[src/rtl/core/mfr_pkg.sv]
// shared types and constants of the mbap frame reassembler
// no dependencies; used by every module in rtl/core
package mfr_pkg;

    localparam int unsigned HDR_LEN = 6;
    localparam int unsigned MIN_LEN = 2;
    localparam int unsigned CNT_W   = 9;
    localparam int unsigned Q_DEPTH = 4;
    localparam int unsigned Q_PTR_W = 2;
    localparam int unsigned Q_CNT_W = 3;
    localparam int unsigned BEAT_W  = 3;

    typedef logic [7:0] byte_t;
    typedef logic [CNT_W-1:0] count_t;

    // one queued request: a header replay burst or a single frame byte
    typedef struct packed {
        logic                      is_header;
        logic [HDR_LEN-1:0][7:0]   bytes;
        logic                      last;
    } req_t;

endpackage

[src/rtl/core/mfr_front.sv]
// front end: accepts stream bytes, tracks chunks, parses and checks the header
// depends on mfr_pkg; pushes requests into mfr_queue
module mfr_front #(
    parameter int unsigned MAX_ADU = 260,
    parameter int unsigned MAX_PDU = 253
) (
    input  logic          aclk,
    input  logic          aresetn,
    input  logic          accept,
    input  mfr_pkg::byte_t data_byte,
    input  logic          segment_end,
    output logic          push,
    output mfr_pkg::req_t push_req
);
    import mfr_pkg::*;

    localparam logic [16:0] LEN_MIN     = 17'(MIN_LEN);
    localparam logic [16:0] LEN_MAX_PDU = 17'(MAX_PDU + 1);
    localparam logic [16:0] LEN_MAX_ADU = 17'(MAX_ADU - HDR_LEN);
    localparam count_t      ADU_LIMIT   = CNT_W'(MAX_ADU);
    localparam count_t      HDR_CNT     = CNT_W'(HDR_LEN);

    byte_t  hdr_reg [HDR_LEN];
    byte_t  hdr_next [HDR_LEN];
    count_t frame_count_reg, frame_count_next;
    count_t frame_total_reg, frame_total_next;
    logic   accepted_reg, accepted_next;
    logic   discarding_reg, discarding_next;
    count_t chunk_fill_reg, chunk_fill_next;
    logic   chunk_open_reg, chunk_open_next;

    always_comb begin
        count_t      fill_base;
        count_t      cnt_inc;
        logic        chunk_end;
        logic [16:0] len;
        hdr_next         = hdr_reg;
        frame_count_next = frame_count_reg;
        frame_total_next = frame_total_reg;
        accepted_next    = accepted_reg;
        discarding_next  = discarding_reg;
        chunk_fill_next  = chunk_fill_reg;
        chunk_open_next  = chunk_open_reg;
        push             = 1'b0;
        push_req.is_header = 1'b0;
        push_req.last      = 1'b0;
        for (int i = 0; i < HDR_LEN; i++) begin
            push_req.bytes[i] = hdr_reg[i];
        end
        push_req.bytes[0] = data_byte;
        fill_base = chunk_open_reg ? chunk_fill_reg : frame_count_reg;
        cnt_inc   = frame_count_reg + 1'b1;
        len       = {1'b0, hdr_reg[4], data_byte};
        chunk_end = 1'b0;
        if (accept) begin
            chunk_open_next = 1'b1;
            chunk_fill_next = fill_base + 1'b1;
            chunk_end = segment_end || (chunk_fill_next >= ADU_LIMIT);
            if (discarding_reg) begin
                // drop
            end else if (!accepted_reg) begin
                if (frame_count_reg < HDR_CNT) begin
                    hdr_next[frame_count_reg[BEAT_W-1:0]] = data_byte;
                end
                frame_count_next = cnt_inc;
                if (cnt_inc >= HDR_CNT) begin
                    if (len < LEN_MIN || len > LEN_MAX_PDU || len > LEN_MAX_ADU) begin
                        discarding_next  = 1'b1;
                        frame_count_next = '0;
                    end else begin
                        accepted_next      = 1'b1;
                        frame_total_next   = CNT_W'(len + 17'(HDR_LEN));
                        push               = 1'b1;
                        push_req.is_header = 1'b1;
                        for (int i = 0; i < HDR_LEN - 1; i++) begin
                            push_req.bytes[i] = hdr_reg[i];
                        end
                        push_req.bytes[HDR_LEN-1] = data_byte;
                    end
                end
            end else begin
                frame_count_next = cnt_inc;
                push             = 1'b1;
                push_req.last    = cnt_inc >= frame_total_reg;
                if (push_req.last) begin
                    accepted_next    = 1'b0;
                    frame_count_next = '0;
                end
            end
            if (chunk_end) begin
                chunk_open_next = 1'b0;
                if (discarding_next) begin
                    discarding_next  = 1'b0;
                    frame_count_next = '0;
                end
            end
        end
    end

    always_ff @(posedge aclk) begin
        if (!aresetn) begin
            frame_count_reg <= '0;
            frame_total_reg <= '0;
            accepted_reg    <= 1'b0;
            discarding_reg  <= 1'b0;
            chunk_fill_reg  <= '0;
            chunk_open_reg  <= 1'b0;
        end else begin
            frame_count_reg <= frame_count_next;
            frame_total_reg <= frame_total_next;
            accepted_reg    <= accepted_next;
            discarding_reg  <= discarding_next;
            chunk_fill_reg  <= chunk_fill_next;
            chunk_open_reg  <= chunk_open_next;
        end
    end

    always_ff @(posedge aclk) begin
        hdr_reg <= hdr_next;
    end

endmodule

[src/rtl/core/mfr_queue.sv]
// short request queue between front end and back end
// depends on mfr_pkg; flop storage, one push and one pop per cycle
module mfr_queue (
    input  logic          aclk,
    input  logic          aresetn,
    input  logic          push,
    input  mfr_pkg::req_t push_req,
    input  logic          pop,
    output logic          full,
    output logic          head_valid,
    output mfr_pkg::req_t head_req
);
    import mfr_pkg::*;

    req_t                 mem_reg [Q_DEPTH];
    logic [Q_PTR_W-1:0]   wr_ptr_reg, wr_ptr_next;
    logic [Q_PTR_W-1:0]   rd_ptr_reg, rd_ptr_next;
    logic [Q_CNT_W-1:0]   count_reg, count_next;

    assign full       = count_reg == Q_CNT_W'(Q_DEPTH);
    assign head_valid = count_reg != '0;
    assign head_req   = mem_reg[rd_ptr_reg];

    always_comb begin
        wr_ptr_next = push ? wr_ptr_reg + 1'b1 : wr_ptr_reg;
        rd_ptr_next = pop ? rd_ptr_reg + 1'b1 : rd_ptr_reg;
        count_next  = count_reg + Q_CNT_W'(push) - Q_CNT_W'(pop);
    end

    always_ff @(posedge aclk) begin
        if (!aresetn) begin
            wr_ptr_reg <= '0;
            rd_ptr_reg <= '0;
            count_reg  <= '0;
        end else begin
            wr_ptr_reg <= wr_ptr_next;
            rd_ptr_reg <= rd_ptr_next;
            count_reg  <= count_next;
        end
    end

    always_ff @(posedge aclk) begin
        if (push) begin
            mem_reg[wr_ptr_reg] <= push_req;
        end
    end

endmodule

[src/rtl/core/mfr_back.sv]
// back end: plays queued requests out as frame bytes through an output register
// depends on mfr_pkg; pops mfr_queue
module mfr_back (
    input  logic          aclk,
    input  logic          aresetn,
    input  logic          head_valid,
    input  mfr_pkg::req_t head_req,
    output logic          pop,
    output logic          m_valid,
    input  logic          m_ready,
    output mfr_pkg::byte_t m_frame_byte,
    output logic          m_frame_start,
    output logic          m_frame_end
);
    import mfr_pkg::*;

    localparam logic [BEAT_W-1:0] LAST_BEAT = BEAT_W'(HDR_LEN - 1);

    logic              valid_reg, valid_next;
    logic [BEAT_W-1:0] beat_reg, beat_next;
    byte_t             byte_reg, byte_next;
    logic              start_reg, start_next;
    logic              end_reg, end_next;
    logic              load;

    always_comb begin
        load       = head_valid && (!valid_reg || m_ready);
        valid_next = valid_reg;
        beat_next  = beat_reg;
        byte_next  = byte_reg;
        start_next = start_reg;
        end_next   = end_reg;
        pop        = 1'b0;
        if (load) begin
            valid_next = 1'b1;
            if (head_req.is_header) begin
                byte_next  = head_req.bytes[beat_reg];
                start_next = beat_reg == '0;
                end_next   = 1'b0;
                if (beat_reg == LAST_BEAT) begin
                    pop       = 1'b1;
                    beat_next = '0;
                end else begin
                    beat_next = beat_reg + 1'b1;
                end
            end else begin
                byte_next  = head_req.bytes[0];
                start_next = 1'b0;
                end_next   = head_req.last;
                pop        = 1'b1;
            end
        end else if (m_ready) begin
            valid_next = 1'b0;
        end
    end

    always_ff @(posedge aclk) begin
        if (!aresetn) begin
            valid_reg <= 1'b0;
            beat_reg  <= '0;
        end else begin
            valid_reg <= valid_next;
            beat_reg  <= beat_next;
        end
    end

    always_ff @(posedge aclk) begin
        byte_reg  <= byte_next;
        start_reg <= start_next;
        end_reg   <= end_next;
    end

    assign m_valid       = valid_reg;
    assign m_frame_byte  = byte_reg;
    assign m_frame_start = start_reg;
    assign m_frame_end   = end_reg;

endmodule

[src/rtl/core/mbap_frame_reassembler_core.sv]
// top level of the mbap frame reassembler: front end, request queue, back end
// depends on mfr_pkg, mfr_front, mfr_queue, mfr_back
//
// channel  direction  ports
// s_       in         s_valid s_ready s_data_byte s_segment_end
// m_       out        m_valid m_ready m_frame_byte m_frame_start m_frame_end
//
// one stream byte is taken per cycle while the four-entry request queue has room
// a good header leaves the back end as six frame bytes, one per output transfer
// a queued request reaches the m_ outputs through the back end's output register
// aresetn is synchronous, active low; clears counters, flags, queue and output valid
// m_ready low stalls the back end only; the front end stalls when the queue is full
module mbap_frame_reassembler_core #(
    parameter int unsigned MAX_ADU = 260,
    parameter int unsigned MAX_PDU = 253
) (
    input  logic           aclk,
    input  logic           aresetn,
    input  logic           s_valid,
    output logic           s_ready,
    input  mfr_pkg::byte_t s_data_byte,
    input  logic           s_segment_end,
    output logic           m_valid,
    input  logic           m_ready,
    output mfr_pkg::byte_t m_frame_byte,
    output logic           m_frame_start,
    output logic           m_frame_end
);
    import mfr_pkg::*;

    logic full;
    logic accept;
    logic push;
    logic pop;
    logic head_valid;
    req_t push_req;
    req_t head_req;

    assign s_ready = !full;
    assign accept  = s_valid && !full;

    mfr_front #(
        .MAX_ADU(MAX_ADU),
        .MAX_PDU(MAX_PDU)
    ) u_front (
        .aclk        (aclk),
        .aresetn     (aresetn),
        .accept      (accept),
        .data_byte   (s_data_byte),
        .segment_end (s_segment_end),
        .push        (push),
        .push_req    (push_req)
    );

    mfr_queue u_queue (
        .aclk       (aclk),
        .aresetn    (aresetn),
        .push       (push),
        .push_req   (push_req),
        .pop        (pop),
        .full       (full),
        .head_valid (head_valid),
        .head_req   (head_req)
    );

    mfr_back u_back (
        .aclk          (aclk),
        .aresetn       (aresetn),
        .head_valid    (head_valid),
        .head_req      (head_req),
        .pop           (pop),
        .m_valid       (m_valid),
        .m_ready       (m_ready),
        .m_frame_byte  (m_frame_byte),
        .m_frame_start (m_frame_start),
        .m_frame_end   (m_frame_end)
    );

endmodule

[config.mk]
export PLATFORM = sky130hd
export DESIGN_NAME = mbap_frame_reassembler_core
export DESIGN_NICKNAME = d
export VERILOG_FILES = /design/src/rtl/core/mfr_pkg.sv /design/src/rtl/core/mfr_front.sv /design/src/rtl/core/mfr_queue.sv /design/src/rtl/core/mfr_back.sv /design/src/rtl/core/mbap_frame_reassembler_core.sv
export SDC_FILE = /design/constraint.sdc
export NUM_CORES = 1
export LEC_CHECK = 0
export BUFFER_PORTS_ARGS = -buffer_cell sky130_fd_sc_hd__buf_2
export CAP_MARGIN = 15
export CORE_UTILIZATION = 62
export DETAILED_ROUTE_END_ITERATION = 7
export PLACE_DENSITY = 0.87
export SYNTH_ARGS = -nofsm -noshare
export SYNTH_HDL_FRONTEND = slang
export SYNTH_SLANG_ARGS = --single-unit
[constraint.sdc]
create_clock -name aclk -period 4.6 [get_ports aclk]
set_input_delay 0 -clock aclk [delete_from_list [all_inputs] [get_ports aclk]]
set_output_delay 0 -clock aclk [all_outputs]
set_load 0.02 [all_outputs]
### Word level (Yosys, flattened, before mapping)

Memories as Yosys holds them, arrays and structs flattened. A register that Yosys moved wholly into a read port is not among the register bits.
Cells that the tools add are included.
W data, S select, Z words.

| word-level totals | value |
|---|---|
| register bits after elaboration | 99 |
| memory bits (writable) | 200 |
| output and inout bits | 12 |
| logic and storage cells | 104 |
| input port bits | 13 |
| memories kept | 1 |

Memory list:

| name | depth | width | read ports | clocked after memory_dff | write ports | line | RTL |
|---|---|---|---|---|---|---|---|
| u_queue.mem_reg | 4 | 50 | 1 | 1 | 1 | mfr_queue.sv:15 | `req_t mem_reg [Q_DEPTH];` |

| cells by class | value |
|---|---|
| eq/ne operators | 2 |
| add/sub/neg operators | 8 |
| reduce and logical (&&, ||, !) cells | 16 |
| magnitude comparators | 9 |
| muxes and demuxes | 44 |
| bitwise logic cells | 4 |

Operators by type and width:

| cell | count |
|---|---|
| $mux W49 | 3 |
| $mux W50 | 2 |
| $mux W9 | 8 |
| $bwmux W48 | 1 |
| $bmux W8 S3 | 1 |
| $demux W8 S3 | 1 |
| $mux W8 | 3 |
| $mux W1 | 22 |
| $add A9 B1 Y9 const B | 2 |
| $gt A16 B8 Y1 const B | 1 |
| $lt A16 B2 Y1 const B | 1 |
| $add A9 B3 Y9 const B | 1 |
| $ge A9 B3 Y1 const B | 1 |
| $ge A9 B9 Y1 | 1 |
| $ge A9 B9 Y1 const B | 1 |
| $lt A9 B3 Y1 const B | 1 |
| $eq A3 B3 Y1 const B | 2 |
| $reduce_and A5 Y1 | 1 |
| $add A2 B1 Y2 const B | 2 |
| $ge A4 B4 Y1 const B | 1 |
| $logic_or A1 B1 Y1 | 4 |
| $lt A3 B4 Y1 const B | 1 |
| $lt A4 B1 Y1 const B | 1 |
| $mux W2 | 2 |
| 13 further kinds | 19 |

### Depth between registers and ports, before layout

| logic depth | value |
|---|---|
| word-level depth | 10 |
| gate-level depth with buffers | 14 |
| gate-level depth less buffers | 13 |

### By module

Synthesis repeated with hierarchy kept, for this count alone.

| second synthesis, totals | value |
|---|---|
| cells, all modules | 867 |
| area total of the unflattened synthesis | 13,337.8 um2 |

Modules (own cells, without submodules):

| module | cells an instance | instances | area each (um2) | sequential area each (um2) |
|---|---|---|---|---|
| mfr_queue | 304 | 1 | 7,709.9 | 6,185.9 |
| mfr_front | 477 | 1 | 4,628.2 | 2,042.0 |
| mfr_back | 84 | 1 | 989.7 | 380.4 |
| mbap_frame_reassembler_core | 2 | 1 | 10.0 | 0.0 |

### Worst setup path after synthesis

OpenSTA, ideal clock, no wires.

| timing path | value |
|---|---|
| path kind | reg-to-reg |
| from | reg u_front.frame_count_reg[1] |
| to | mem u_queue.mem_reg[0][0] (netlist bit), enable pin |
| stages on the path, launching flop included | 10 |
| path slack | 1,150 ps |
| clock period less this slack | 3,450 ps |
| buffers on the path | 1 |
| arrival time | 3,038 ps |
| required time | 4,187 ps |
| setup time | 413 ps |
| path through | dfxtp_1 > buf_2 > inv_1 > ha_1 > nand2b_1 > nor3_1 > o311ai_1 > o31ai_1 > a21oi_2 > and2_1 |

| on the way | value |
|---|---|
| cells in the longest elaborated chain, start to end | 8 |

Ends and longest elaborated chain:

| element | line | RTL |
|---|---|---|
| start: declaration | mfr_front.sv:25 | `count_t frame_count_reg, frame_count_next;` |
| start signal: assignment | mfr_front.sv:109 | `frame_count_reg <= frame_count_next;` |
| $add A9 B1 Y9 | mfr_front.sv:52 | `cnt_inc = frame_count_reg + 1'b1;` |
| $ge A9 B3 Y1 | mfr_front.sv:66 | `if (cnt_inc >= HDR_CNT) begin` |
| $mux W1 | mfr_front.sv:66 |  |
| $mux W1 | mfr_front.sv:61 | `end else if (!accepted_reg) begin` |
| $mux W1 | mfr_front.sv:59 | `if (discarding_reg) begin` |
| $mux W1 | mfr_front.sv:55 | `if (accept) begin` |
| named net push | mbap_frame_reassembler_core.sv:33 | `logic push;` |
| $mux W1 | mfr_queue.sv:43 | `if (push) begin` |
| $mux W1 (implied by the code) | mfr_queue.sv:44 | `mem_reg[wr_ptr_reg] <= push_req;` |
| end: declaration | mfr_queue.sv:15 |  |

The timed path passes the listed nets, and every way through them passes these cells.

### Worst setup path in the final report

| timing path | value |
|---|---|
| from | reg u_front.frame_count_reg[0] |
| to | reg u_front.frame_count_reg[5] |

| on the way | value |
|---|---|
| cells in the longest elaborated chain, start to end | 8 |
| elaborated cells on any way between the ends | 18 |
| classes of those cells | 2 x add/sub; 3 x order compare; 12 x mux; 1 x reduce/logical |

Ends and longest elaborated chain:

| element | line | RTL |
|---|---|---|
| $add A9 B1 Y9 | mfr_front.sv:52 |  |
| $ge A9 B3 Y1 | mfr_front.sv:66 |  |
| $mux W1 | mfr_front.sv:66 |  |
| $mux W1 | mfr_front.sv:61 |  |
| $mux W1 | mfr_front.sv:59 |  |
| $mux W1 | mfr_front.sv:55 |  |
| $mux W9 | mfr_front.sv:92 | `if (discarding_next) begin` |
| $mux W9 (*) | mfr_front.sv:90 | `if (chunk_end) begin` |

Every way passes the cells marked *; elsewhere a longest branch is shown, timed or not. The select of a mux whose other input is x is not followed.
A chain may end at the register's enable or synchronous reset.

==> results by group <==
Status
  • Status: complete, no violations

STA
  • Setup TNS: 0 ns
  • Highest Clock Rate: roughly 260 MHz
  • Final Hold Fails: 0
  • Final Setup Violations: 0
  • Clk_skew: 0.0339 ns
  • Final slew viol count: 0
  • Slew headroom: 0.322
  • Tmin final: between 3 and 4 ns
  • Unrepaired setup endpoints after global routing: no
  • Worst Tran Pin Value: between 1 and 1.5 ns
  • Period utilization: 0.824

Layout
  • Commonest non-fill, non-tap cell in the layout: edfxtp_1
  • Max FFs per register: 200
  • Finished layout cell area: 14200 sq um
  • Area Overhead vs Synth: 11.1%
  • Share of layout cells above drive strength 1: 0.202
  • Nets@finish: approximately 900
  • Commonest non-fill, non-tap cells in the layout: 258 x edfxtp_1, 55 x nand2_1, 49 x mux4_2, 41 x dfxtp_1, 38 x inv_1
  • Number of diodes: 0

Placement
  • Gpl congestion: between 0.9 and 1
  • Placed Instance Area: between 10000 and 15000 sq um
  • Hpwl dp: 15.9 mm
  • Input/output buffers: 24

Yosys
  • EDFF count, synth: 258
  • Syn Inst Count: 812
  • Syn_nets: ~840
  • Post-synth design cell area: 12800 sq um
  • Ys flop type: edfxtp_1
  • Syn_area_per_cell: 15.7 sq um
  • Synth Register Bits: 301
  • Post-synth ARST share: 0
  • Yosys warnings: 0
  • Register area share after synthesis: 0.675
  • Distinct cells, synth: 64

Die
  • Die W: 145 um
  • Starting Density: 0.631
  • Core area: ~20000 sq um
  • Die area: 21200 sq um
  • Std-Cell Rows: 52
  • Die height: about 150 um
  • Boundary pin count: 25

Critical path
  • CP endpoint kind: flop
  • CP cell instances: ha_1, nand3_1, xnor2_1, ha_1, a21oi_1, nor3b_1, o21ai_0, a221o_1, nor2_1, o21ai_0, a221oi_1
  • Worst reg2reg path endpoint: u_front.frame_count_reg[5]
  • WS Path Type: flop to flop
  • Worst reg2reg setup slack: between 0.8 and 0.9 ns
  • Worst path slowest cell: nor2_1
  • R2R depth: 11
  • Worst Path Required: 5.05 ns
  • Critical Path AT: 4.24 ns
  • CP max stage delay: 0.58 ns
  • Crit-path max FO: 12
  • Startpoint types: flop
  • RR Startpoint: u_front.frame_count_reg[0]

Global routing
  • Initial antenna violation count: 0
  • Largest net degree at the start of global routing: just over 50
  • GRT Resource Usage Total: 0.261
  • Met1 Use GR: 0.346
  • Vias in the first global route: 7495
  • M3 GR Usage: 0.0382
  • Layer with the highest usage: met2
  • Global Route met2 Usage: 0.443
  • Gr ovfl total: 0
  • Wire length of the first global-routing pass: between 40 and 50 mm

Clock network
  • Setup bufs post-CTS: 0
  • TritonCTS buffer count: 29
  • H-tree depth: 1
  • CTS resizes: 0
  • Worst-path clk slew: 0.06 ns
  • CTS hold repair buffers: 11
  • CTS tree: built
  • TritonCTS Sinks: between 300 and 400
  • Clock root buffer: clkbuf_16
  • Clk buf depth: 3
  • Worst-Skew Late Latency: 0.57 ns

Routing
  • Detail Route Antenna Nets: 0
  • Drt initial violations: 655
  • Vias per std cell: 6.43
  • DR WL/cell: approximately 24 um
  • Final wirelength: 26.9 mm
  • Vias: 7350
  • DRC viols: 0
  • TritonRoute pass-1 iters: 5

Min path
  • Hold_sp: s_valid
  • Worst hold stages: 4
  • Worst min path class: primary input to flop
  • Worst Hold End: u_front.chunk_fill_reg[8]

Power and ir drop
  • Peak supply drop: roughly 0.38 mV
  • PwrDens: about 460 nW/um^2
  • LEAKAGE: 4.71 nW

Flow run
  • Max Cap Viol: 0
## critical path, delay by kind of cell, from the launching register on
kind,cells,cell delay [ns]
compound gates,5,1.17
simple gates,3,1.02
fa+ha+maj,2,0.68
flops,1,0.55
xor+xnor,1,0.29
## routing by layer
| layer | share of wire | wire (um) |
|---|---|---|
| met4 | 0.031 | 840 |
| met3 | 0.079 | 2140 |
| met5 | 0 | 0 |
| met1 | 0.38 | 10300 |
| met2 | 0.51 | 13700 |
## cell usage after synthesis, types with 3 or more instances
master     instances  area, sq um
o22ai_1           10         62.6
buf_2             12         60.1
a21oi_1            9         45.0
inv_1             38          143
mux4_2            49         1100
xor2_1             6         52.6
a211oi_1           3         22.5
o31ai_1            4         30.0
xnor2_1           13          114
a21o_1             4         30.0
mux2i_1           16          160
nor2_1            23         86.3
and3_1             6         37.5
edfxtp_1         258         7750
buf_4              7         52.6
o211ai_1           5         37.5
clkbuf_1          19         71.3
mux2_2            24          270
o211a_1            6         60.1
o21ai_0           29          145
dfxtp_1           43          861
and2_1            17          106
or3_1              6         37.5
a221o_1            9         90.1
o2111ai_1          4         35.0
o221ai_1           4         35.0
a21boi_0           8         60.1
nor3_1            19         95.1
ha_1              18          225
nand2_1           55          206
buf_1              4         15.0
nand2b_1           6         37.5
nand4_1            3         18.8
nor2b_1            9         56.3
a221oi_1           5         43.8
nor4_1             7         43.8
o21ai_1            4         20.0
nand3_1           17         85.1
## power by group
group	switching, W	internal [W]
clock	0.00100	0.00132
sequential	0.000116	0.00309
combinational	0.000551	0.000430
total	0.00167	0.00484
## worst max-delay path by stage
| stage | from | end | slack (ns) | cells past startpoint |
|---|---|---|---|---|
| CTS | u_front.frame_count_reg[0] | u_front.frame_count_reg[6] | 0.88 | 11 |
| global placement | u_front.frame_count_reg[0] | u_front.frame_count_reg[6] | 1.09 | 11 |
| detailed placement | u_front.frame_count_reg[0] | u_front.frame_count_reg[6] | 0.94 | 11 |
| floorplan | u_front.frame_count_reg[1] | u_queue.mem_reg[0][0] | 1.15 | 9 |
| finish | u_front.frame_count_reg[0] | u_front.frame_count_reg[5] | 0.81 | 11 |
| global route | u_front.frame_count_reg[0] | u_front.frame_count_reg[6] | 0.34 | 11 |
## per-stage QoR
| step | hold slack, ns | utilization | setup WS (ns) | std cells | power, W |
|---|---|---|---|---|---|
| after floorplan | 0.0898 | - | 1.15 | 812 | 0.00420 |
| after global placement | 0.277 | 0.649 | 1.09 | 1078 | 0.00419 |
| after detailed placement | 0.300 | 0.649 | 0.941 | 1078 | 0.00421 |
| after CTS | 0.0131 | 0.701 | 0.881 | 1143 | 0.00653 |
| after global routing | 0.0613 | 0.701 | 0.337 | 1143 | 0.00672 |
| final | 0.0295 | 0.701 | 0.808 | 1143 | 0.00651 |
## cell families after synthesis
logic type	Yosys count	synth area share
flops	301	0.675
simple gates	184	0.0759
compound gates	117	0.0677
mux	90	0.121
buf+inv	82	0.0285
xor+xnor	19	0.0130
fa+ha+maj	19	0.0192
## area by class of cell
class | count | area, sq um
Sequential cell | 301 | 8610
Clock buffer | 37 | 786
Fill cell | 1235 | 6050
Clock inverter | 17 | 151
Multi-Input combinational cell | 429 | 3800
Inverter | 38 | 143
Tap cell | 270 | 338
Timing Repair Buffer | 51 | 350
No activity file was read; power rests on OpenSTA's default activity.
